===== src/sv/bmhpq_pkg.sv =====
// Shared types for the binary max-heap priority queue core.
// No dependencies; imported by the step unit and the top level.
package bmhpq_pkg;

  // Outcome of one signed priority compare, a against b
  typedef struct packed {
    logic gt;
    logic eq;
  } cmp_t;

endpackage


===== src/sv/bmhpq_ram.sv =====
// Generic single-port-write, single-port-read RAM with registered read data.
// No dependencies; holds the heap array of the priority queue core.
module bmhpq_ram #(
  parameter int WIDTH = 32,
  parameter int DEPTH = 64
) (
  input  logic                     clk_i,
  input  logic                     we_i,
  input  logic [$clog2(DEPTH)-1:0] waddr_i,
  input  logic [WIDTH-1:0]         wdata_i,
  input  logic                     re_i,
  input  logic [$clog2(DEPTH)-1:0] raddr_i,
  output logic [WIDTH-1:0]         rdata_o
);

  logic [WIDTH-1:0] mem_q [DEPTH];
  logic [WIDTH-1:0] rdata_q;

  always_ff @(posedge clk_i) begin
    if (we_i) begin
      mem_q[waddr_i] <= wdata_i;
    end
    if (re_i) begin
      rdata_q <= mem_q[raddr_i];
    end
  end

  assign rdata_o = rdata_q;

endmodule


===== src/sv/bmhpq_step.sv =====
// Shared sift step unit: parent and child slot indexes of the current hole
// and one signed priority compare. Depends on bmhpq_pkg.
module bmhpq_step #(
  parameter int AW        = 6,
  parameter int PRIO_BITS = 16
) (
  input  logic [AW-1:0]               hole_i,
  input  logic signed [PRIO_BITS-1:0] a_i,
  input  logic signed [PRIO_BITS-1:0] b_i,
  output logic [AW-1:0]               parent_o,
  output logic [AW+1:0]               left_o,
  output logic [AW+1:0]               right_o,
  output bmhpq_pkg::cmp_t             cmp_o
);
  import bmhpq_pkg::*;

  logic [AW-1:0] hole_m1;
  cmp_t          cmp;

  // parent = (hole - 1) / 2, children = 2 * hole + 1 and 2 * hole + 2
  assign hole_m1  = hole_i - AW'(1);
  assign parent_o = hole_m1 >> 1;
  assign left_o   = {1'b0, hole_i, 1'b1};
  assign right_o  = left_o + (AW+2)'(1);

  assign cmp.gt = a_i > b_i;
  assign cmp.eq = a_i == b_i;
  assign cmp_o  = cmp;

endmodule


===== src/sv/binary_max_heap_priority_queue_core.sv =====
// Top level of the binary max-heap priority queue core: request stream in,
// status stream out. Depends on bmhpq_pkg, bmhpq_ram and bmhpq_step.
//
// One request is taken at a time; s_axis_tready is high only while the
// sequencer is idle. All heap traffic goes through one RAM with one write
// and one registered read port, and one shared compare unit. An insert
// climbs with one parent read and one compare-move per level until it
// reaches the root or a larger parent stops it. A remove moves the last
// entry to the root and descends with read left, read right, pick child
// and compare-move per level until it reaches a leaf or stops above one;
// a remove that empties the heap and a refused request skip the sift.
// The result word is held in an output register, so a finished result
// waits there while the next request is accepted. The heap needs no
// clearing after reset: only slots below the entry count are ever used,
// and the root read of an empty heap is masked to zero.
module binary_max_heap_priority_queue_core #(
  parameter int CAPACITY  = 64,
  parameter int PRIO_BITS = 16,
  parameter int TAG_BITS  = 16
) (
  input  logic clk_i,
  input  logic rst_ni,
  // tdata: prio_in, tag_in (from bit 0 up), zero padded to bytes
  input  logic [((PRIO_BITS+TAG_BITS+7)/8)*8-1:0] s_axis_tdata,
  // tuser: req_type
  input  logic [0:0] s_axis_tuser,
  input  logic       s_axis_tvalid,
  output logic       s_axis_tready,
  // tdata: accepted, top_valid, top_prio, top_tag, count, is_full, is_empty
  // (from bit 0 up), zero padded to bytes
  output logic [((PRIO_BITS+TAG_BITS+$clog2(CAPACITY+1)+4+7)/8)*8-1:0] m_axis_tdata,
  output logic m_axis_tvalid,
  input  logic m_axis_tready
);
  import bmhpq_pkg::*;

  localparam int AW    = $clog2(CAPACITY);
  localparam int CW    = $clog2(CAPACITY + 1);
  localparam int EW    = PRIO_BITS + TAG_BITS;
  localparam int OUT_W = ((PRIO_BITS + TAG_BITS + CW + 4 + 7) / 8) * 8;
  localparam logic [CW-1:0] CapCnt = CW'(CAPACITY);

  typedef enum logic [3:0] {
    S_IDLE,
    S_UP_RD,
    S_UP_CMP,
    S_RM_LAST,
    S_DN_RDL,
    S_DN_RDR,
    S_DN_CMP,
    S_DN_MOV,
    S_ROOT,
    S_OUT
  } state_e;

  state_e            state_q;
  logic [CW-1:0]     count_q;
  logic              ok_q;
  logic              ovalid_q;
  logic [OUT_W-1:0]  odata_q;
  logic [EW-1:0]     x_q;
  logic [EW-1:0]     kid_q;
  logic [AW-1:0]     hole_q;
  logic [AW-1:0]     kid_idx_q;

  logic              ram_we;
  logic              ram_re;
  logic [AW-1:0]     ram_waddr;
  logic [AW-1:0]     ram_raddr;
  logic [EW-1:0]     ram_wdata;
  logic [EW-1:0]     ram_rdata;

  logic [AW-1:0]     parent_idx;
  logic [AW+1:0]     left_idx;
  logic [AW+1:0]     right_idx;
  logic [AW+1:0]     count_ext;
  logic              left_in;
  logic              right_in;
  logic signed [PRIO_BITS-1:0] cmp_a;
  logic signed [PRIO_BITS-1:0] cmp_b;
  logic signed [PRIO_BITS-1:0] rd_prio;
  logic signed [PRIO_BITS-1:0] x_prio;
  logic signed [PRIO_BITS-1:0] kid_prio;
  cmp_t              cmp;

  logic              in_acc;
  logic              top_valid;
  logic [EW-1:0]     top_entry;
  logic [OUT_W-1:0]  out_word;

  bmhpq_ram #(
    .WIDTH (EW),
    .DEPTH (CAPACITY)
  ) u_ram (
    .clk_i   (clk_i),
    .we_i    (ram_we),
    .waddr_i (ram_waddr),
    .wdata_i (ram_wdata),
    .re_i    (ram_re),
    .raddr_i (ram_raddr),
    .rdata_o (ram_rdata)
  );

  bmhpq_step #(
    .AW        (AW),
    .PRIO_BITS (PRIO_BITS)
  ) u_step (
    .hole_i   (hole_q),
    .a_i      (cmp_a),
    .b_i      (cmp_b),
    .parent_o (parent_idx),
    .left_o   (left_idx),
    .right_o  (right_idx),
    .cmp_o    (cmp)
  );

  assign in_acc    = s_axis_tvalid && s_axis_tready;
  assign rd_prio   = ram_rdata[TAG_BITS +: PRIO_BITS];
  assign x_prio    = x_q[TAG_BITS +: PRIO_BITS];
  assign kid_prio  = kid_q[TAG_BITS +: PRIO_BITS];
  assign count_ext = (AW+2)'(count_q);
  assign left_in   = left_idx < count_ext;
  assign right_in  = right_idx < count_ext;

  // RAM port and compare operand steering
  always_comb begin
    ram_we    = 1'b0;
    ram_re    = 1'b0;
    ram_waddr = hole_q;
    ram_wdata = x_q;
    ram_raddr = '0;
    cmp_a     = x_prio;
    cmp_b     = kid_prio;
    unique case (state_q)
      S_IDLE: begin
        // fetch the last entry as soon as a remove is taken
        if (in_acc && s_axis_tuser[0] && count_q != '0) begin
          ram_re    = 1'b1;
          ram_raddr = AW'(count_q - CW'(1));
        end
      end
      S_UP_RD: begin
        if (hole_q == '0) begin
          ram_we = 1'b1;
        end else begin
          ram_re    = 1'b1;
          ram_raddr = parent_idx;
        end
      end
      S_UP_CMP: begin
        cmp_a     = rd_prio;
        cmp_b     = x_prio;
        ram_we    = 1'b1;
        ram_wdata = cmp.gt ? x_q : ram_rdata;
      end
      S_DN_RDL: begin
        if (!left_in) begin
          ram_we = 1'b1;
        end else begin
          ram_re    = 1'b1;
          ram_raddr = AW'(left_idx);
        end
      end
      S_DN_RDR: begin
        if (right_in) begin
          ram_re    = 1'b1;
          ram_raddr = AW'(right_idx);
        end
      end
      S_DN_CMP: begin
        cmp_a = rd_prio;
        cmp_b = kid_prio;
      end
      S_DN_MOV: begin
        ram_we    = 1'b1;
        ram_wdata = (cmp.gt || cmp.eq) ? x_q : kid_q;
      end
      S_ROOT: begin
        ram_re = 1'b1;
      end
      default: begin
      end
    endcase
  end

  assign top_valid = count_q != '0;
  assign top_entry = top_valid ? ram_rdata : '0;
  assign out_word  = OUT_W'({(count_q == '0), (count_q == CapCnt), count_q,
                             top_entry[TAG_BITS-1:0], top_entry[TAG_BITS +: PRIO_BITS],
                             top_valid, ok_q});

  always_ff @(posedge clk_i or negedge rst_ni) begin
    if (!rst_ni) begin
      state_q   <= S_IDLE;
      count_q   <= '0;
      ok_q      <= 1'b0;
      ovalid_q  <= 1'b0;
      odata_q   <= '0;
      x_q       <= '0;
      kid_q     <= '0;
      hole_q    <= '0;
      kid_idx_q <= '0;
    end else begin
      // the output step reloads the word itself
      if (ovalid_q && m_axis_tready && state_q != S_OUT) begin
        ovalid_q <= 1'b0;
      end
      unique case (state_q)
        S_IDLE: begin
          if (in_acc) begin
            x_q    <= {s_axis_tdata[0 +: PRIO_BITS], s_axis_tdata[PRIO_BITS +: TAG_BITS]};
            hole_q <= AW'(count_q);
            if (!s_axis_tuser[0]) begin
              if (count_q != CapCnt) begin
                ok_q    <= 1'b1;
                count_q <= count_q + CW'(1);
                state_q <= S_UP_RD;
              end else begin
                ok_q    <= 1'b0;
                state_q <= S_ROOT;
              end
            end else if (count_q != '0) begin
              ok_q    <= 1'b1;
              count_q <= count_q - CW'(1);
              state_q <= S_RM_LAST;
            end else begin
              ok_q    <= 1'b0;
              state_q <= S_ROOT;
            end
          end
        end
        S_UP_RD: begin
          state_q <= (hole_q == '0) ? S_ROOT : S_UP_CMP;
        end
        S_UP_CMP: begin
          // stop below a strictly larger parent, else move the parent down
          if (cmp.gt) begin
            state_q <= S_ROOT;
          end else begin
            hole_q  <= parent_idx;
            state_q <= S_UP_RD;
          end
        end
        S_RM_LAST: begin
          x_q     <= ram_rdata;
          hole_q  <= '0;
          state_q <= (count_q == '0) ? S_ROOT : S_DN_RDL;
        end
        S_DN_RDL: begin
          state_q <= left_in ? S_DN_RDR : S_ROOT;
        end
        S_DN_RDR: begin
          kid_q     <= ram_rdata;
          kid_idx_q <= AW'(left_idx);
          state_q   <= S_DN_CMP;
        end
        S_DN_CMP: begin
          // take the right child only if strictly larger
          if (right_in && cmp.gt) begin
            kid_q     <= ram_rdata;
            kid_idx_q <= AW'(right_idx);
          end
          state_q <= S_DN_MOV;
        end
        S_DN_MOV: begin
          if (cmp.gt || cmp.eq) begin
            state_q <= S_ROOT;
          end else begin
            hole_q  <= kid_idx_q;
            state_q <= S_DN_RDL;
          end
        end
        S_ROOT: begin
          state_q <= S_OUT;
        end
        S_OUT: begin
          // hold until the output register is free
          if (!ovalid_q || m_axis_tready) begin
            odata_q  <= out_word;
            ovalid_q <= 1'b1;
            state_q  <= S_IDLE;
          end
        end
        default: begin
          state_q <= S_IDLE;
        end
      endcase
    end
  end

  assign s_axis_tready = state_q == S_IDLE;
  assign m_axis_tvalid = ovalid_q;
  assign m_axis_tdata  = odata_q;

`ifndef SYNTHESIS
  a_count_bound: assert property (@(posedge clk_i) disable iff (!rst_ni)
    count_q <= CapCnt)
    else $error("entry count above capacity");

  a_write_in_range: assert property (@(posedge clk_i) disable iff (!rst_ni)
    ram_we |-> (CW'(ram_waddr) < count_q))
    else $error("heap write outside stored entries");

  a_insert_count: assert property (@(posedge clk_i) disable iff (!rst_ni)
    (in_acc && !s_axis_tuser[0] && count_q != CapCnt)
      |=> count_q == $past(count_q) + CW'(1))
    else $error("accepted insert did not grow the heap");

  a_result_from_seq: assert property (@(posedge clk_i) disable iff (!rst_ni)
    $rose(m_axis_tvalid) |-> $past(state_q == S_OUT))
    else $error("result word raised outside the output step");
`endif

endmodule

===== config.mk =====
export PLATFORM = sky130hd
export DESIGN_NAME = binary_max_heap_priority_queue_core
export DESIGN_NICKNAME = d
export VERILOG_FILES = /design/src/sv/bmhpq_pkg.sv /design/src/sv/bmhpq_ram.sv /design/src/sv/bmhpq_step.sv /design/src/sv/binary_max_heap_priority_queue_core.sv
export SDC_FILE = /design/constraint.sdc
export NUM_CORES = 2
export LEC_CHECK = 0
export BUFFER_PORTS_ARGS = -buffer_cell sky130_fd_sc_hd__buf_2
export CORE_MARGIN = 2
export CORE_UTILIZATION = 61
export DETAILED_ROUTE_END_ITERATION = 6
export GPL_TIMING_DRIVEN = 0
export PLACE_DENSITY_LB_ADDON = 0.15
export SYNTH_ARGS = -nofsm -noshare
export SYNTH_HDL_FRONTEND = slang
export SYNTH_SLANG_ARGS = --single-unit
export TNS_END_PERCENT = 5

===== constraint.sdc =====
create_clock -name clk_i -period 7 [get_ports clk_i]
set_input_delay 1.75 -clock clk_i [delete_from_list [all_inputs] [get_ports clk_i]]
set_output_delay 1.75 -clock clk_i [all_outputs]
set_load 0.01 [all_outputs]

* After elaboration in Yosys (flattened, before gate mapping) *
Memories as Yosys holds them, arrays and structs flattened. A register that Yosys moved wholly into a read port is not among the register bits.
Index checks and enable logic that the tools add are counted.

storage, ports and cells
  register bits = 132
  RAM bits = 2048
  input bits = 37
  word-level logic and storage cells = 113
  memories = 1

cells by class
  add/sub/neg operators = 4
  $lt $le $gt $ge = 3
  equality and inequality tests = 19
  mux-type cells = 51
  reductions and logical operators = 26

memory list
  name         words  width  rd ports  clocked after memory_dff  wr ports  RTL line         text
  u_ram.mem_q  64     32     1         1                         1         bmhpq_ram.sv:16  logic [WIDTH-1:0] mem_q [DEPTH];

operator list
  operator                                       number
  case mux 32 bit (2 select lines)               3
  2-to-1 mux 32 bit                              5
  case mux 6 bit (4 select lines)                2
  2-to-1 mux 6 bit                               7
  2-to-1 mux 4 bit                               10
  case mux 4 bit (10 select lines)               1
  2-to-1 mux 16 bit                              2
  2-to-1 mux 7 bit                               3
  == test 16 bit                                 1
  == test 4 x 3 -> 1 bit, second input constant  4
  greater-than comparator 16 bit                 1
  2-to-1 mux 1 bit                               14
  case mux 6 bit (2 select lines)                1
  AND reduction 2 bit                            5
  adder 7 x 1 -> 8 bit, second input constant    1
  == test 4 x 2 -> 1 bit, second input constant  2
  == test 4 bit, second input constant           2
  less-than comparator 8 x 7 -> 1 bit            1
  inequality test 2 bit, second input constant   4
  AND reduction 4 bit                            2
  adder 7 x 1 -> 7 bit, second input constant    1
  == test 7 bit, second input constant           1
  zero test 7 bit                                1
  less-than comparator 7 bit                     1
  other kinds (18)                               28

* Depth between registers and ports, before layout *
  word-level depth = 7
  mapped depth = 19
  depth with buffers taken out = 14

* Cells and area by module *
Synthesis repeated with hierarchy kept, for this count alone.

unflattened totals
  cells, all modules = 4090
  area, all modules = 86660.6 µm²

by module, submodules not included
  module                               instances  cells each  area each (µm²)  sequential area each (µm²)
  bmhpq_ram                            1          3324        78835.6          62459.9
  binary_max_heap_priority_queue_core  1          675         7161.9           3303.2
  bmhpq_step                           1          91          663.1            0.0

* Worst setup path after synthesis *
OpenSTA, ideal clock, no wires.

  path kind = reg-to-reg
  from = reg hole_q[0]
  to = mem u_ram.mem_q[36][0] (enable)
  library setup time = 0.502 ns
  arrival = 5.149 ns
  setup slack = 1.350 ns
  cell stages (with the launch flop) = 11
  clock period less this slack = 5.650 ns
  cell sequence = dfrtp_1 -> buf_2 -> inv_1 -> ha_1 -> nor3b_2 -> nand2_1 -> o22ai_1 -> or3_1 -> clkbuf_1 -> nand2_1 -> nor4_1

between the ends
  word-level cells in the longest chain between the ends = 5
  elaborated cells between the ends (all ways) = 7
  those cells by class = order compare: 1; mux: 5; reduce/logical: 1

RTL lines
  element                                                               RTL line                                                                                text
  start, declared                                                       binary_max_heap_priority_queue_core.sv:63                                               logic [AW-1:0] hole_q;
  start signal, assigned                                                binary_max_heap_priority_queue_core.sv:212                                              hole_q <= AW'(count_q);
  start signal, assigned                                                binary_max_heap_priority_queue_core.sv:240                                              hole_q <= parent_idx;
  start signal, assigned                                                binary_max_heap_priority_queue_core.sv:269                                              hole_q <= kid_idx_q;
  less-than comparator 7 bit / zero test 6 bit (equally long branches)  binary_max_heap_priority_queue_core.sv:122, binary_max_heap_priority_queue_core.sv:143
  2-to-1 mux 1 bit (on tied branches)                                   binary_max_heap_priority_queue_core.sv:157, binary_max_heap_priority_queue_core.sv:143
  case mux 1 bit (3 select lines)                                       binary_max_heap_priority_queue_core.sv:134                                              unique case (state_q)
  2-to-1 mux 1 bit                                                      bmhpq_ram.sv:20                                                                         if (we_i) begin
  2-to-1 mux 1 bit (implied by the code)                                bmhpq_ram.sv:21                                                                         mem_q[waddr_i] <= wdata_i;
  end, declared                                                         bmhpq_ram.sv:16

Parallel ways exist; a longest one is shown, timed or not.

* Worst setup path in the final report *
  from = reg hole_q[4]
  to = reg u_ram.rdata_q[28], in the netlist u_ram.rdata_o[28], read port of u_ram.mem_q (data pin)

between the ends
  word-level cells in the longest chain between the ends = 4
  elaborated cells between the ends (all ways) = 13
  those cells by class = add/sub: 2; order compare: 2; mux: 8; reduce/logical: 1

RTL lines
  element                                                                                    RTL line                                    text
  adder 7 x 1 -> 8 bit                                                                       bmhpq_step.sv:24                            assign right_o = left_o + (AW+2)'(1);
  less-than comparator 8 x 7 -> 1 bit                                                        binary_max_heap_priority_queue_core.sv:123  assign right_in = right_idx < count_ext;
  2-to-1 mux 1 bit / 2-to-1 mux 6 bit (equally long branches)                                binary_max_heap_priority_queue_core.sv:165  if (right_in) begin
  case mux 1 bit (5 select lines) / case mux 6 bit (4 select lines) (equally long branches)  binary_max_heap_priority_queue_core.sv:134
  end, declared                                                                              bmhpq_ram.sv:17                             logic [WIDTH-1:0] rdata_q;

Parallel ways exist; a longest one is shown, timed or not.
A chain may end at the register's enable or synchronous reset.

==> impl_metrics.env <==
export IMPL_status="complete, but fails checks"
export IMPL_violations="design-rule violations, max-capacitance violations, max-slew violations, negative setup slack"
export IMPL_die_w_um=386
export IMPL_yosysMostFrequentCell="edfxtp_1"
export IMPL_die_y_um=386
export IMPL_worstMarginPinSlew_ns=1.70
export IMPL_grt_pass1_vias=54600
export IMPL_syn_to_final_growth_pct=14.1
export IMPL_portBuffers=81
export IMPL_period_minus_slack_ns=7.19
export IMPL_setup_violations=11
export IMPL_numCtsBuffers=213
export IMPL_cap_violations=5
export IMPL_hp_class="reg2reg"
export IMPL_synth_cell_types=82
export IMPL_fin_crit_sh_pct=103
export IMPL_slew_headroom_pct=-14.2
export IMPL_post_place_ws_ns=-0.451
export IMPL_clock_fmax_mhz=139
export IMPL_h_tree_depth=4
export IMPL_ys_flop_type="edfxtp_1"
export IMPL_reg2reg_depth=16
export IMPL_route_vias_total=59000
export IMPL_timing_rr_start="hole_q[4]"
export IMPL_syn_avg_cell_area_um2=14.4
export IMPL_synth_top_cells_by_area="edfxtp_1 70%, mux2i_1 4.9%, nand2_1 4.7%"
export IMPL_core_mm2=0.145
export IMPL_final_cells=8714
export IMPL_grt_pass1_wl_um=397000
export IMPL_netlist_area_leader_share_pct=70.1
export IMPL_synth_common_cells="2080 x edfxtp_1, 1117 x nand2_1, 614 x nand3_1"
export IMPL_die_area_mm2=0.149
export IMPL_ant_nets=0
export IMPL_drt_wl_total_um=287000
export IMPL_rows=140
export IMPL_ys_warnings_count=0
export IMPL_startpoint="hole_q[4]"
export IMPL_start_kind="flip-flop"
export IMPL_io_pins=87
export IMPL_tritoncts="done"
export IMPL_dp_cells=8312
export IMPL_ys_ff_latch=2212
export IMPL_crit_arrival_ns=7.88
export IMPL_synth_top_area_cell="edfxtp_1"
export IMPL_drt_pass1_iter_count=7
export IMPL_seq_area_frac_synth_pct=73.8
export IMPL_n_fill_cell=9580
export IMPL_start_util_pct=61.3
export IMPL_ys_async_sr_fraction_pct=5.97
export IMPL_worstPathMaxFanout=10
export IMPL_dp_final_hpwl_um=196000
export IMPL_antenna_found_initial=11
export IMPL_grt_total_usage_pct=38.2
export IMPL_cts_sinks=2212
export IMPL_clockBufferDepth=3
export IMPL_post_drt_wl_per_cell_um=32.9
export IMPL_clk_pin_slew_ns=0.06
export IMPL_clk_latency_ns=0.87
export IMPL_postCtsSetupBuffers=0
export IMPL_via_per_inst=6.77
export IMPL_syn_cell_area_mm2=0.0892
export IMPL_gp_congestion=1.04
export IMPL_cts_root_buf="clkbuf_16"
export IMPL_drive_gt1_share_pct=13.1
export IMPL_grt_max_degree=76
export IMPL_required_ns=7.68
export IMPL_drt_iter0_markers=9482
export IMPL_hold_depth=2
export IMPL_skew_ns=0.0511
export IMPL_synth_cells=6204
export IMPL_drv_slew=17
export IMPL_end_kind="flip-flop"
export IMPL_overflow=0
export IMPL_synth_edf_count=2080
export IMPL_hold_viol=0
export IMPL_holdBufCountCts=0
export IMPL_drc_errors=9
export IMPL_critPathKind="reg2reg"
export IMPL_final_setup_worst_slack_ns=-0.194
export IMPL_hp_start="m_axis_tdata[39]"
export IMPL_final_nets=6679
==> stage by stage <==
step	setup TNS, ns	util [%]	area, µm²	hold slack, ns
after floorplan	0	-	89200	0.443
after global placement	-706.24	63.3	92000	0.460
after detailed placement	-2.36	65.1	94600	0.464
after CTS	0	69.9	102000	0.477
after global routing	-0.00757	69.9	102000	0.507
final	-0.973	70.0	102000	0.472
==> sequential cells by signal, summed over array words and instances (netlist names) <==
register and flops:
count_q 7, hole_q 6, kid_idx_q 6, kid_q 32, m_axis_tdata 43, m_axis_tvalid 1
ok_q 1, state_q 4, u_ram.mem_q 2048, u_ram.rdata_o 32, x_q 32
==> critical path: stages (launching register included) <==
cell	delay, ns
dfrtp_1	0.39
clkbuf_1	0.43
clkbuf_1	0.69
nand3_1	0.18
xnor2_1	0.18
ha_1	0.34
and3_1	0.18
o2111a_1	0.16
or4_1	0.49
a31oi_2	0.62
nor2_1	0.36
buf_2	0.36
nand2_1	0.19
clkbuf_1	0.55
o22ai_1	0.37
nor4_1	1.10
o32a_1	0.43
==> timing repair <==
item	4_1_cts	5_1_grt
setup endpoints to repair	14	20
cloned	0	0
resized for setup	16	13
==> final timing paths <==
check                                     to  slack (ns)
max                        u_ram.rdata_o[28]       -0.19
max reg2reg                u_ram.rdata_o[28]       -0.19
min                         m_axis_tdata[39]        0.47
min in group asynchronous   m_axis_tdata[15]        0.84
min reg2reg                 m_axis_tdata[39]        0.47
max in group asynchronous          hole_q[0]        5.35
==> cells by family (layout without fill, tap and decap cells) <==
kind of cell,count (synthesis),count (layout),synth area share (%)
flip-flops,2212,2212,73.8
adder cells (fa/ha/maj),32,32,0.449
AND/OR/NAND/NOR,2156,2156,10.8
AO/OA/AOI/OAI,815,815,6.60
buffers and inverters,475,1056,2.56
other,1,13,0.00421
XOR/XNOR,20,20,0.196
multiplexers,493,493,5.61
==> area by class of cell <==
class,count,area [µm²],area share (%)
clock inverter,121,1280,1.26
buffer,429,2110,2.07
timing repair buffer,187,2450,2.41
antenna,8,20.0,0.0197
tap,1917,2400,2.36
multi-input combinational,3521,21800,21.4
inverter,46,215,0.212
sequential,2212,65800,64.7
clock buffer,273,5650,5.56
==> per-layer routing <==
metal  wire, µm  part of all wire [%]  track usage [%]  vias up
li1           -                     -                -    24500
met1     103000                    36             52.2    29100
met2     124000                    43             55.6     4527
met3      39900                    14             10.6      772
met4      19300                   6.7             21.7       10
met5        193                 0.067                0        -
==> layout by cell type (no fill, tap or decap), types with 95 or more instances in the layout <==
cell type	Yosys	final
buf_2	145	228
edfxtp_1	2080	2080
a21oi_1	209	209
clkbuf_16	0	217
clkbuf_1	191	246
nand2_1	1117	1117
nor3_1	98	95
nand3_1	614	614
dfrtp_1	132	132
mux2i_1	440	440
o21ai_0	103	102
Power is left out: the tool's default activity adds up to more than one toggle a clock period on the data nets, which glitch-free logic cannot reach.
